## src/design/hmca_pkg.sv

```systemverilog
// Package for the min-max copy apportioner.
// Holds widths, heap entry type, controller states and the command/status structs.
// No dependencies.
package hmca_pkg;

  localparam int MAX_GROUPS = 1024;
  localparam int DW         = 20;
  localparam int IDX_W      = $clog2(MAX_GROUPS);
  localparam int CNT_W      = IDX_W + 1;
  localparam int CHD_W      = IDX_W + 2;
  localparam int DCNT_W     = $clog2(DW + 1);

  typedef struct packed {
    logic [DW-1:0] size;
    logic [DW-1:0] copies;
    logic [DW-1:0] load;
  } ent_t;

  localparam int ENT_W = $bits(ent_t);

  typedef enum logic [3:0] {
    S_IDLE, S_UP, S_UPC, S_AFTER, S_PREP, S_DCHK, S_DROOT,
    S_DIV, S_DNL, S_DNR, S_DNC, S_EMIT
  } state_t;

  typedef enum logic [1:0] {
    RA_PARENT, RA_ROOT, RA_LEFT, RA_RIGHT
  } rsel_t;

  typedef enum logic [1:0] {
    WS_ENT, WS_RDATA, WS_BEST
  } wsel_t;

  typedef struct packed {
    logic  ins;
    logic  rd_en;
    rsel_t rd_sel;
    logic  wr_en;
    wsel_t wr_sel;
    logic  up_move;
    logic  prep;
    logic  root_take;
    logic  bump;
    logic  div_step;
    logic  div_fin;
    logic  dn_left;
    logic  dn_move;
    logic  emit;
  } cmd_t;

  typedef struct packed {
    logic full;
    logic idx_zero;
    logic parent_lt;
    logic cnt_zero;
    logic stop;
    logic left_oob;
    logic right_in;
    logic best_gt;
    logic div_zero;
    logic out_busy;
  } sts_t;

endpackage

```

## src/design/hmca_ctrl.sv

```systemverilog
// Controller: sequences insertion sift-up, distribution sift-down and result hand-off.
// Depends on hmca_pkg.
module hmca_ctrl (
  input  logic           clk,
  input  logic           rst_n,
  input  logic           in_valid,
  input  logic           in_is_last,
  output logic           in_stall,
  input  hmca_pkg::sts_t sts,
  output hmca_pkg::cmd_t cmd
);
  import hmca_pkg::*;

  state_t state_r, state_nxt;
  logic   last_r, last_nxt;
  logic   acc;

  assign acc = in_valid && (state_r == S_IDLE);

  always_ff @(posedge clk) begin
    if (!rst_n) begin
      state_r <= S_IDLE;
      last_r  <= 1'b0;
    end else begin
      state_r <= state_nxt;
      last_r  <= last_nxt;
    end
  end

  always_comb begin
    state_nxt = state_r;
    last_nxt  = last_r;
    case (state_r)
      S_IDLE: begin
        if (acc) begin
          last_nxt = in_is_last;
          if (!sts.full)       state_nxt = S_UP;
          else if (in_is_last) state_nxt = S_PREP;
        end
      end
      S_UP:    state_nxt = sts.idx_zero ? S_AFTER : S_UPC;
      S_UPC:   state_nxt = sts.parent_lt ? S_UP : S_AFTER;
      S_AFTER: state_nxt = last_r ? S_PREP : S_IDLE;
      S_PREP:  state_nxt = S_DCHK;
      S_DCHK:  state_nxt = S_DROOT;
      S_DROOT: state_nxt = (sts.cnt_zero || sts.stop) ? S_EMIT : S_DIV;
      S_DIV:   if (sts.div_zero) state_nxt = S_DNL;
      S_DNL:   state_nxt = sts.left_oob ? S_DCHK : S_DNR;
      S_DNR:   state_nxt = S_DNC;
      S_DNC:   state_nxt = sts.best_gt ? S_DNL : S_DCHK;
      S_EMIT:  if (!sts.out_busy) state_nxt = S_IDLE;
      default: state_nxt = S_IDLE;
    endcase
  end

  always_comb begin
    cmd        = '0;
    cmd.rd_sel = RA_ROOT;
    cmd.wr_sel = WS_ENT;
    case (state_r)
      S_IDLE: cmd.ins = acc;
      S_UP: begin
        if (sts.idx_zero) begin
          cmd.wr_en = 1'b1;
        end else begin
          cmd.rd_en  = 1'b1;
          cmd.rd_sel = RA_PARENT;
        end
      end
      S_UPC: begin
        cmd.wr_en = 1'b1;
        if (sts.parent_lt) begin
          cmd.wr_sel  = WS_RDATA;
          cmd.up_move = 1'b1;
        end
      end
      S_PREP: cmd.prep = 1'b1;
      S_DCHK: cmd.rd_en = 1'b1;
      S_DROOT: begin
        if (sts.cnt_zero || sts.stop) cmd.root_take = 1'b1;
        else                          cmd.bump      = 1'b1;
      end
      S_DIV: begin
        if (sts.div_zero) cmd.div_fin  = 1'b1;
        else              cmd.div_step = 1'b1;
      end
      S_DNL: begin
        if (sts.left_oob) begin
          cmd.wr_en = 1'b1;
        end else begin
          cmd.rd_en  = 1'b1;
          cmd.rd_sel = RA_LEFT;
        end
      end
      S_DNR: begin
        cmd.dn_left = 1'b1;
        if (sts.right_in) begin
          cmd.rd_en  = 1'b1;
          cmd.rd_sel = RA_RIGHT;
        end
      end
      S_DNC: begin
        cmd.wr_en = 1'b1;
        if (sts.best_gt) begin
          cmd.wr_sel  = WS_BEST;
          cmd.dn_move = 1'b1;
        end
      end
      S_EMIT:  cmd.emit = !sts.out_busy;
      default: cmd = '0;
    endcase
  end

  assign in_stall = state_r != S_IDLE;

endmodule

```

## config.mk

```make
export PLATFORM = sky130hd
export DESIGN_NAME = hmca_ctrl
export DESIGN_NICKNAME = d
export VERILOG_FILES = /design/src/design/hmca_pkg.sv /design/src/design/hmca_ctrl.sv
export SDC_FILE = /design/constraint.sdc
export NUM_CORES = 1
export LEC_CHECK = 0
export ABC_AREA = 1
export BUFFER_PORTS_ARGS = -buffer_cell sky130_fd_sc_hd__buf_4
export CORE_UTILIZATION = 38
export DETAILED_ROUTE_END_ITERATION = 10
export HOLD_SLACK_MARGIN = 0.02
export PLACE_DENSITY = 0.74
export SLEW_MARGIN = 20
export SYNTH_ARGS = -nofsm -noshare
export SYNTH_HDL_FRONTEND = slang
export SYNTH_SLANG_ARGS = --single-unit
```

## constraint.sdc

```tcl
create_clock -name clk -period 1.1 [get_ports clk]
set_input_delay 0.055 -clock clk [delete_from_list [all_inputs] [get_ports clk]]
set_output_delay 0.055 -clock clk [all_outputs]
set_load 0.01 [all_outputs]
```

==> metrics <==
status=finished with violations; failing checks=setup timing; VDD IR-drop max=~1200 uV; IO Count=31; drt first-iter violations=96; leading cell types in the layout, fill and taps excluded=buf_4, nand2_1, inv_1, buf_6, nor2_1; number of H-tree levels=1; register area share after synthesis=around 19%; clock slew at reported path FFs=0.05 ns; count of input and output buffers=30; Hold EP=last_r$_SDFFE_PN0P_; final cell count without fillers=roughly 180; initial antenna violation count=0; largest net degree at the start of global routing=8; Synth Area per Inst=5.10 sq um; most common cell after layout, fill and taps aside=buf_4; WS Path Type=flip-flop to output port; dpl hpwl=roughly 1.4 mm; placed cell count=162; FMAX=676 MHz; required time worst endpoint=1.04 ns; cell count of the worst hold path=3; R2R Setup Slk=-0.35 ns; Distinct cells, synth=17; mapped cell area=about 540 sq um; remaining antenna violation count=0; area delta synth->final=125%; RR Endpoint=state_r[2]$_SDFFE_PN0P_; clk root buf=clkbuf_4; Avg WL per Cell=between 15 and 20 um; worst-path fanout max=5; gr ovfl total=0; Slew @ Worst Pin=between 0.3 and 0.4 ns; max cap viols=0; final net count=between 150 and 200; worst relative slew slack=around four fifths; layout cells sized above 1=around two thirds; Die W=just under 40 um; Synth top area share=about a fifth; die area=between 1500 and 2000 sq um; # rows=13; Crit path arrival time=about 1.4 ns; Final Max Slew Viols=0; drt first pass iters=6; RD Place Congestion=0.788; synth warn=0; Leakage=0.673 nW; RSZ-0062 raised after global routing=yes; synthesis-stage register bit count=5; die height=roughly 40 um; CTS sink cnt=5; worst clock skew=0.00105 ns; CORE AREA=between 1000 and 1500 sq um; CP endpoint kind=output port; Startpoint Class=flip-flop; min cycle time layout=about 1.5 ns; Hold Crit Start=in_is_last; Num CTS Buffers=3; drt via density=5.97; Detailed Route WL=~3.2 mm; main area contributors after synthesis=nand2_1, dfxtp_1, inv_1; Post-Syn Nets=between 100 and 150; PnR Total Power=about 1.4 mW; Hold Vio Cnt, Final=0; Final Cycle Share=134%; Global Route Usage Sum=roughly 33%; PD cells=approximately 1100 nW/um^2; CTS tree=built; worst hold path type=input port to flip-flop; Post-route DRC=0; largest area contributor in the synthesized netlist=nand2_1; Initial Utilization=about two fifths; first-pass GRT wire length=between 3 and 4 mm; final worst slack=-0.379 ns; worst skew pair latency=approximately 0.25 ns; Reg2Reg Depth=8; Post-Syn Instances=106; endpoints failing setup=22; Reg-to-Reg Start=state_r[3]$_SDFFE_PN0P_; vias in the first global route=a little over 800; via count=between 1,000 and 1,500; ANT cells=0; Max clock buf depth=2
-- final cells by class --
class | instances | area (sq um)
flip-flops and latches | 5 | 115
repair buffers | 59 | 488
fillers | 50 | 101
well taps | 15 | 18.8
multi-input cells | 77 | 474
inverters | 23 | 93.8
clock buffers | 4 | 26.3
-- metrics by stage --
stage | util [%] | cell area, sq um | hold WS, ns | TNS (ns) | setup WS, ns
6_report | 92.3 | 1220 | 0.0791 | -5.97 | -0.379
5_1_grt | 92.3 | 1220 | 0.0804 | -7.08 | -0.450
4_1_cts | 84.2 | 1110 | 0.0642 | -3.79 | -0.283
3_5_place_dp | 68.8 | 906 | 0.327 | -0.831 | -0.130
3_3_place_gp | 68.8 | 906 | 0.314 | -0.796 | -0.132
2_1_floorplan | - | 579 | 0.164 | -0.00376 | -0.00376
-- sequential cells by signal (all words and copies together), names as in the netlist --
signal / flops
state_r: 4
last_r: 1
-- kinds of logic after synthesis --
| family | Yosys count | share of synthesized area [%] |
|---|---|---|
| AOI/OAI and AO/OA | 15 | 15.3 |
| and+or+nand+nor | 62 | 48.8 |
| buffers and inverters | 24 | 17.4 |
| DFF | 5 | 18.5 |
-- how the worst max path moves through the flow --
stage / startpoint / to / slack [ns]
2_1_floorplan: state_r[1]$_SDFFE_PN0P_ / state_r[3]$_SDFFE_PN0P_ / -0.004
3_3_place_gp: state_r[1]$_SDFFE_PN0P_ / state_r[0]$_SDFFE_PN0P_ / -0.13
3_5_place_dp: state_r[0]$_SDFFE_PN0P_ / cmd[12] / -0.13
4_1_cts: state_r[3]$_SDFFE_PN0P_ / cmd[14] / -0.28
5_1_grt: state_r[1]$_SDFFE_PN0P_ / cmd[1] / -0.45
6_report: state_r[1]$_SDFFE_PN0P_ / cmd[1] / -0.38
-- where the power goes --
group / internal [mW] / leakage [nW] / switching [mW]
combinational: 0.433 / 0.614 / 0.468
sequential: 0.211 / 0.0438 / 0.0576
clock: 0.138 / 0.0150 / 0.0863
total: 0.782 / 0.673 / 0.612
-- synthesized netlist by cell type (all sizes together) --
cell / n
inv: 23
nor2: 20
o211ai: 1
nor3: 1
dfxtp: 5
or2: 1
buf: 1
nand3b: 1
a211o: 1
nand3: 9
a21oi: 5
nand2: 30
o21ai: 8
-- what timing repair did --
item / CTS / global route
resized for setup: 30 / 23
pin swaps: 14 / 14
setup endpoints to repair: 21 / 22
buffers inserted: 13 / 6
hold buffers: 0 / 0
-- routing by layer --
layer  vias to the layer above  track usage [%]  wire (um)
met5                         -                0          0
met4                         0             17.2        306
met3                        45             3.98        371
met2                       121             64.3       1520
met1                       474             33.6       1050
li1                        452                -          -
-- worst max-delay path, cell delays in order, from the launching register on --
cell,delay (ns)
dfxtp_4,0.40
inv_2,0.07
nor2_2,0.18
nand2_1,0.14
nor2_2,0.15
buf_4,0.12
buf_4,0.10
No activity file was read; power rests on OpenSTA's default activity.
